==> config.mk <==
export PLATFORM = sky130hd
export DESIGN_NAME = alr_div
export DESIGN_NICKNAME = d
export VERILOG_FILES = /design/src/rtl/core/alr_pkg.sv /design/src/rtl/core/alr_div.sv
export SDC_FILE = /design/constraint.sdc
export NUM_CORES = 1
export LEC_CHECK = 0
export BUFFER_PORTS_ARGS = -buffer_cell sky130_fd_sc_hd__buf_4
export CAP_MARGIN = 20
export CORE_MARGIN = 1
export CORE_UTILIZATION = 25
export CTS_CLUSTER_DIAMETER = 150
export CTS_CLUSTER_SIZE = 12
export DETAILED_ROUTE_END_ITERATION = 12
export GPL_TIMING_DRIVEN = 0
export PLACE_DENSITY = 0.41
export SLEW_MARGIN = 20
export SYNTH_ARGS = -nofsm -noshare
export SYNTH_HDL_FRONTEND = slang
export SYNTH_SLANG_ARGS = --single-unit
==> constraint.sdc <==
create_clock -name clk -period 9.37 [get_ports clk]
set_clock_uncertainty 0.15 [all_clocks]
set_input_delay 1.874 -clock clk [delete_from_list [all_inputs] [get_ports clk]]
set_output_delay 1.874 -clock clk [all_outputs]
set_load 0.02 [all_outputs]
==> src/rtl/core/alr_pkg.sv <==
// Shared types, constants and helpers of the antialiased line rasterizer.
package alr_pkg;

	localparam int CW  = 20;	// working coordinate width, 7.8 plus headroom
	localparam int PW  = 12;	// pixel coordinate width
	localparam int DNW = 26;	// divider numerator width
	localparam int DDW = 17;	// divider denominator width
	localparam int DCW = 5;		// divider step counter width
	localparam int GW  = 10;	// gradient width, range -256..256

	localparam logic [1:0] ST_DRAWN  = 2'd0;
	localparam logic [1:0] ST_REJECT = 2'd1;
	localparam logic [1:0] ST_READ   = 2'd2;

	localparam logic signed [CW-1:0] NEG_LIM   = -20'sd255;
	localparam logic signed [CW-1:0] HALF_PIX  = 20'sd128;
	localparam logic [CW-1:0]        SHORT_LEN = 20'd25;
	localparam logic [CW-1:0]        UNIT_LEN  = 20'd256;
	localparam logic [7:0]           FULL_COV  = 8'd255;

	typedef enum logic {
		PX_READ  = 1'b0,
		PX_BLEND = 1'b1
	} px_op_t;

	typedef struct packed {
		logic                 valid;
		px_op_t               op;
		logic signed [PW-1:0] col;
		logic signed [PW-1:0] row;
		logic [7:0]           cov;
		logic [23:0]          color;
		logic [11:0]          idx;
	} px_cmd_t;

	typedef struct packed {
		logic        ready;
		logic        done;
		logic [23:0] rgb;
	} px_rsp_t;

	function automatic logic [7:0] mix8(input logic [7:0] old, input logic [7:0] col,
			input logic [7:0] cov);
		logic [16:0] s;
		s = ({9'd0, old} * {9'd0, cov}) + ({9'd0, col} * {9'd0, FULL_COV - cov});
		return s[15:8];
	endfunction

endpackage

==> src/rtl/core/alr_div.sv <==
// Iterative restoring divider, one quotient bit per cycle, signed result truncated to zero.
module alr_div import alr_pkg::*; (
	input  logic                  clk,
	input  logic                  arst_n,
	input  logic                  start,
	input  logic signed [DNW-1:0] num,
	input  logic [DDW-1:0]        den,
	output logic                  done,
	output logic signed [DNW-1:0] quot
);

	logic           busy_q;
	logic [DCW-1:0] cnt_q;
	logic [DDW:0]   rem_q;
	logic [DNW-1:0] q_q;
	logic [DDW-1:0] den_q;
	logic           neg_q;
	logic           done_q;
	logic [DDW:0]   sh;
	logic           ge;

	assign sh = {rem_q[DDW-1:0], q_q[DNW-1]};
	assign ge = sh >= {1'b0, den_q};

	always_ff @(posedge clk or negedge arst_n) begin
		if (!arst_n) begin
			busy_q <= 1'b0;
			done_q <= 1'b0;
			cnt_q  <= '0;
		end else begin
			done_q <= 1'b0;
			if (start) begin
				busy_q <= 1'b1;
				cnt_q  <= '0;
			end else if (busy_q) begin
				cnt_q <= cnt_q + 1'b1;
				if (cnt_q == DCW'(DNW - 1)) begin
					busy_q <= 1'b0;
					done_q <= 1'b1;
				end
			end
		end
	end

	always_ff @(posedge clk) begin
		if (start) begin
			rem_q <= '0;
			q_q   <= num[DNW-1] ? DNW'(-num) : DNW'(num);
			den_q <= den;
			neg_q <= num[DNW-1];
		end else if (busy_q) begin
			rem_q <= ge ? sh - {1'b0, den_q} : sh;
			q_q   <= {q_q[DNW-2:0], ge};
		end
	end

	assign done = done_q;
	assign quot = neg_q ? -$signed(q_q) : $signed(q_q);

endmodule

==> flow_metrics.env, run 1 <==
export IMPL_cts_tree="done"
export IMPL_relSlewSlack_pct=50.4
export IMPL_syn_avg_cell_area_um2=9.04
export IMPL_synth_async_reset_ratio_pct=10.3
export IMPL_nNetsFinal=679
export IMPL_synth_warnings=0
export IMPL_irDropWorstVdd_uv=94.2
export IMPL_status="complete, no violations"
export IMPL_hpwl_um=11200
export IMPL_io_pins=73
export IMPL_holdPathStages=2
export IMPL_finalHoldViolCount=0
export IMPL_vias=4282
export IMPL_p_total_uw=1380
export IMPL_cts_buffers=9
export IMPL_initialDrtViolationCount=204
export IMPL_syn_cell_area_um2=4760
export IMPL_drv_slew=0
export IMPL_holdBufCountCts=0
export IMPL_wl_um=14400
export IMPL_fin_crit_sh_pct=55.2
export IMPL_layout_common_cells="buf_4, nor2_1, edfxtp_1, nand2_1, a21oi_1"
export IMPL_antenna_cells=0
export IMPL_areaGrowthSynthToFinish_pct=24.2
export IMPL_root_buffer="clkbuf_16"
export IMPL_cp_arrival_ns=3.15
export IMPL_max_freq_mhz=193
export IMPL_finalCriticalPeriod_ns=5.18
export IMPL_clkLatencyLatePin_ns=0.34
export IMPL_clk_transition_reported_paths_ns=0.05
export IMPL_ys_types=52
export IMPL_viasPerCell=5.04
export IMPL_p_per_area_nw_per_um2=232
export IMPL_max_clock_path_buffers=2
export IMPL_hold_class="reg2reg"
export IMPL_setup_viol_count_final=0
export IMPL_yosys_most_used_dff="edfxtp_1"
export IMPL_tightestPinTransition_ns=0.742
export IMPL_grt_pass1_wl_um=23000
export IMPL_ys_seq_area_share_pct=38.6
export IMPL_port_buffers=72
export IMPL_reg2reg_slack_ns=5.58
export IMPL_wl_per_cell_um=17.0
export IMPL_syn_nets=595
export IMPL_gr_total_overflow=0
export IMPL_ys_seq_elements=68
export IMPL_grt_start_max_net_pins=22
export IMPL_gp_congestion=0.797
export IMPL_r2r_start="q_q[25]"
export IMPL_dp_cells=834
export IMPL_final_common_cell="buf_4"
export IMPL_fp_dieW_um=140
export IMPL_ant_nets=0
export IMPL_crit_type="reg2out"
export IMPL_power_leakage_uw=0.00228
export IMPL_synth_edf_count=44
export IMPL_first_pass_iters=4
export IMPL_dieArea_um2=19600
export IMPL_crit_required_ns=7.35
export IMPL_grt_pass1_vias=4298
export IMPL_rows=50
export IMPL_nFillCells=1950
export IMPL_post_cts_buffers=0
export IMPL_rsz0062_at_grt="false"
export IMPL_groute_usage_overall_pct=15.2
export IMPL_maxCapViolations=0
export IMPL_min_from="rem_q[13]"
export IMPL_crit_path_start_kind="flop"
export IMPL_core_area_um2=18700
export IMPL_cts_resized=0
export IMPL_clock_sinks=68
export IMPL_route_detailed_drc=0
export IMPL_die_height_um=140
export IMPL_drive_above_1_share_pct=17.5
export IMPL_syn_inst=527
export IMPL_finalSetupTns_ns=0
export IMPL_stdcell_count=850
export IMPL_end_kind="output pin"
export IMPL_crit_path_max_fanout=5
export IMPL_h_tree_depth=3
export IMPL_initial_core_util_pct=25.5
export IMPL_antenna_found_initial=0
export IMPL_timing_rr_end="rem_q[8]"
export IMPL_min_to="rem_q[13]"
export IMPL_reg2regPathDepth=12
==> how the worst max path moves through the flow <==
stage,from,to
final,q_q[9],quot[21]
after detailed placement,q_q[9],quot[21]
after global placement,q_q[9],quot[21]
after CTS,q_q[9],quot[21]
after floorplan,q_q[8],quot[21]
after global routing,q_q[8],quot[19]
==> sequential cells by signal (all words and copies together) (netlist names) <==
signal  count
q_q        26
den_q      17
rem_q      17
cnt_q       5
busy_q      1
done        1
neg_q       1
==> cell type report <==
class,count,area [um^2],area share [%]
sequential,68,1840,31.0
buffer,28,109,1.84
clock buffer,13,283,4.78
timing repair buffer,73,556,9.39
inverter,31,116,1.97
tap,234,293,4.95
clock inverter,3,16.3,0.275
multi-input combinational,400,2710,45.7
==> worst max-delay path, cell delays in order (launching register included) <==
cell and delay, ns:
edfxtp_1 0.43, or3_4 0.44, or4_4 0.49, or3_4 0.40, or4_4 0.49, o41ai_4 0.24, xnor2_1 0.16, buf_4 0.16
==> metal layers <==
metal | up-vias | wire, um | GRT usage [%]
li1 | 2103 | - | -
met1 | 2050 | 6480 | 19.0
met2 | 112 | 6980 | 26.0
met3 | 17 | 704 | 2.56
met4 | 0 | 265 | 6.13
met5 | - | 0 | 0
==> power breakdown <==
part	leakage [uW]	total [uW]	internal [uW]	switching, uW
registers	0.000675	437	380	56.5
clock network	0.000144	341	210	131
logic	0.00147	597	242	355
==> cells by family after synthesis <==
family          share of synthesized area (%)
buf+inv                                  4.73
xor+xnor                                 11.4
fa+ha+maj                                5.94
flops                                    38.6
compound gates                           20.6
simple gates                             16.2
mux                                      2.57
==> metrics by stage <==
stage | hold WS (ns) | utilization (%) | area [um^2] | setup WS, ns
after floorplan | 0.303 | - | 4760 | 4.72
after global placement | 0.339 | 29.9 | 5600 | 4.54
after detailed placement | 0.343 | 30.0 | 5610 | 4.53
after CTS | 0.351 | 31.6 | 5910 | 4.16
after global routing | 0.376 | 31.6 | 5920 | 4.09
final | 0.343 | 31.6 | 5920 | 4.19
==> Yosys cell counts (3+ instances only) <==
cell type	n	area share [%]
nand4b_1	3	0.55
ha_1	21	5.5
or4_1	3	0.47
nor4_1	4	0.53
mux2_2	10	2.4
nand2_1	43	3.4
a211oi_1	12	1.9
and3_1	3	0.39
o21ai_0	27	2.8
dfxtp_1	17	7.1
edfxtp_1	44	28
clkbuf_1	25	2.0
a211o_1	3	0.55
nor2_1	54	4.3
a21o_1	5	0.79
a32oi_1	5	0.92
a21boi_0	3	0.47
inv_1	31	2.4
nor3_1	6	0.63
or3_1	6	0.79
a21oi_1	41	4.3
dfrtp_1	7	3.7
a311oi_1	8	1.5
nand3_1	10	1.1
xor2_1	29	5.3
nand2b_1	8	1.1
nand4_1	9	1.2
xnor2_1	33	6.1
o211ai_1	4	0.63
o31ai_1	21	3.3
Note: power is estimated with default switching activity, not from simulation.
==> run 2: changes to the inputs <==
--- a/config.mk
+++ b/config.mk
@@ -5,6 +5,7 @@
 export SDC_FILE = /design/constraint.sdc
 export NUM_CORES = 1
 export LEC_CHECK = 0
+export ABC_AREA = 1
 export BUFFER_PORTS_ARGS = -buffer_cell sky130_fd_sc_hd__buf_4
 export CAP_MARGIN = 20
 export CORE_MARGIN = 1
@@ -13,7 +14,7 @@
 export CTS_CLUSTER_SIZE = 12
 export DETAILED_ROUTE_END_ITERATION = 12
 export GPL_TIMING_DRIVEN = 0
-export PLACE_DENSITY = 0.41
+export PLACE_DENSITY = 0.42
 export SLEW_MARGIN = 20
 export SYNTH_ARGS = -nofsm -noshare
 export SYNTH_HDL_FRONTEND = slang
==> constraint.sdc (replaced) <==
create_clock -name clk -period 4.5 [get_ports clk]
set_clock_uncertainty 0.15 [all_clocks]
set_input_delay 0.9 -clock clk [delete_from_list [all_inputs] [get_ports clk]]
set_output_delay 0.9 -clock clk [all_outputs]
set_load 0.02 [all_outputs]
==> run 2 against run 1 <==
Compared with the run above:
- non-clock buffer count shrank 11
- total power is 140% higher
- via count up 12%
- synthesized area grew 11%
- clock power up 140%
- worst hold slack got worse by 0.13 ns
- critical path depth increased by 3
- sequential power up 100%
- setup slack lost 3.0 ns
- register-to-register slack got worse by 3.7 ns
- final area is 10% higher
- largest cell class unchanged
==> flow_metrics.env, run 2 <==
export IMPL_status="complete, no violations"
export IMPL_reg2regPathDepth=15
export IMPL_port_buffers=72
export IMPL_cts_resized=0
export IMPL_power_leakage_uw=0.00311
export IMPL_gr_total_overflow=0
export IMPL_syn_avg_cell_area_um2=7.12
export IMPL_h_tree_depth=3
export IMPL_grt_pass1_vias=4803
export IMPL_cts_tree="done"
export IMPL_die_height_um=148
export IMPL_syn_cell_area_um2=5300
export IMPL_setup_viol_count_final=0
export IMPL_route_detailed_drc=0
export IMPL_max_freq_mhz=300
export IMPL_synth_edf_count=44
export IMPL_timing_rr_end="q_q[0]"
export IMPL_vias=4778
export IMPL_crit_path_start_kind="flop"
export IMPL_routed_top_layer="met4"
export IMPL_grt_start_max_net_pins=28
export IMPL_wl_per_cell_um=13.8
export IMPL_yosysTopAreaCell="edfxtp_1"
export IMPL_viasPerCell=4.33
export IMPL_fp_dieW_um=148
export IMPL_ys_seq_elements=68
export IMPL_synth_top_area_share_pct=24.9
export IMPL_antenna_cells=0
export IMPL_ys_seq_area_share_pct=34.6
export IMPL_ys_types=44
export IMPL_place_ws_ns=1.35
export IMPL_finalSetupTns_ns=0
export IMPL_gp_congestion=0.825
export IMPL_clock_sinks=68
export IMPL_drv_slew=0
export IMPL_nNetsFinal=896
export IMPL_yosys_most_used_dff="edfxtp_1"
export IMPL_syn_nets=813
export IMPL_clkLatencyLatePin_ns=0.34
export IMPL_fin_ws_ns=1.16
export IMPL_cp_arrival_ns=2.29
export IMPL_synthTopCellsByCount="nand2_1, inv_1, nor2_1"
export IMPL_p_total_uw=3280
export IMPL_fin_area_um2=6520
export IMPL_hpwl_um=12200
export IMPL_holdBufCountCts=0
export IMPL_relSlewSlack_pct=47.1
export IMPL_hold_class="in2async"
export IMPL_rows=52
export IMPL_grt_pass1_wl_um=24900
export IMPL_reg_top3="q_q: 26 flops, den_q: 17 flops, rem_q: 17 flops"
export IMPL_syn_inst=745
export IMPL_ys_top_cells_by_area="edfxtp_1, nand2_1, inv_1"
export IMPL_io_pins=73
export IMPL_clk_transition_reported_paths_ns=0.06
export IMPL_largest_register_ffs=26
export IMPL_synth_async_reset_ratio_pct=10.3
export IMPL_crit_type="reg2out"
export IMPL_post_cts_buffers=0
export IMPL_dieArea_um2=21800
export IMPL_end_kind="output pin"
export IMPL_fin_crit_sh_pct=74.1
export IMPL_maxCapViolations=0
export IMPL_finalCriticalPeriod_ns=3.34
export IMPL_antenna_found_initial=0
export IMPL_postPlaceCellArea_um2=6180
export IMPL_root_buffer="clkbuf_16"
export IMPL_initialDrtViolationCount=231
export IMPL_top_register="q_q"
export IMPL_p_per_area_nw_per_um2=504
export IMPL_finalHoldViolCount=0
export IMPL_groute_usage_overall_pct=14.8
export IMPL_irDropWorstVdd_uv=203
export IMPL_yosysMostFrequentCell="nand2_1"
export IMPL_wl_met2_um=7430
export IMPL_synth_warnings=0
export IMPL_drive_above_1_share_pct=16.3
export IMPL_wl_met1_um=7230
export IMPL_first_pass_iters=5
export IMPL_reg2reg_slack_ns=1.87
export IMPL_final_common_cell="nand2_1"
export IMPL_tightestPinTransition_ns=0.791
export IMPL_ant_nets=0
export IMPL_crit_required_ns=3.45
export IMPL_max_clock_path_buffers=2
export IMPL_layout_common_cells="nand2_1, inv_1, buf_4, nor2_1, nand3_1"
export IMPL_crit_path_max_fanout=4
export IMPL_core_area_um2=20500
export IMPL_rsz0062_at_grt="false"
export IMPL_areaGrowthSynthToFinish_pct=22.9
export IMPL_initial_core_util_pct=25.9
export IMPL_cts_buffers=9
export IMPL_wl_um=15300
export IMPL_met3_length_um=409
export IMPL_r2r_start="q_q[25]"
## run 2: area by class of cell
type | count | area [um^2]
buffer | 18 | 108
sequential | 68 | 1840
timing repair buffer | 72 | 541
clock buffer | 11 | 254
multi-input combinational | 555 | 2970
clock inverter | 5 | 82.6
inverter | 104 | 390
fill | 2255 | 14000
tap | 270 | 338
## run 2: power by group
part	leakage, uW	switching [uW]	internal (uW)	total, uW
Clock	0.000165	285	520	805
Combinational	0.00225	961	629	1590
Sequential	0.000692	91.7	794	886
## run 2: per-layer routing
metal	vias up	GRT usage [%]
met4	0	4.90
li1	2558	-
met3	14	1.79
met2	64	25.5
met5	-	0
met1	2142	19.0
## run 2: cells by family after synthesis
kind of cell	synth area share (%)
xor+xnor	7.10
compound gates	6.99
buf+inv	9.39
fa+ha+maj	5.33
flops	34.6
simple gates	36.5
## run 2: stage by stage
stage | util [%] | hold WS (ns) | instances
5_1_grt | 31.8 | 0.206 | 1103
2_1_floorplan | - | 0.294 | 745
6_report | 31.8 | 0.212 | 1103
3_5_place_dp | 30.2 | 0.312 | 1087
4_1_cts | 31.8 | 0.203 | 1103
3_3_place_gp | 30.2 | 0.310 | 1087
## run 2: worst max-delay path by stage
| stage | from | end | slack (ns) | cells past startpoint |
|---|---|---|---|---|
| finish | q_q[0] | quot[22] | 1.16 | 10 |
| detailed placement | start | cnt_q[1] | 1.35 | 5 |
| floorplan | q_q[0] | quot[18] | 1.77 | 9 |
| CTS | q_q[0] | quot[22] | 1.09 | 10 |
| global route | q_q[0] | quot[18] | 0.85 | 10 |
| global placement | start | q_q[18] | 1.03 | 4 |
## run 2: worst max-delay path, stage by stage (launching register included)
cell and delay [ns]:
edfxtp_1 0.41, inv_1 0.13, ha_1 0.21, nand4_1 0.14, nand2_1 0.12, nand2_1 0.09, nor2_1 0.17, o21ai_1 0.18
nor2_1 0.15, xor2_1 0.18, buf_4 0.17
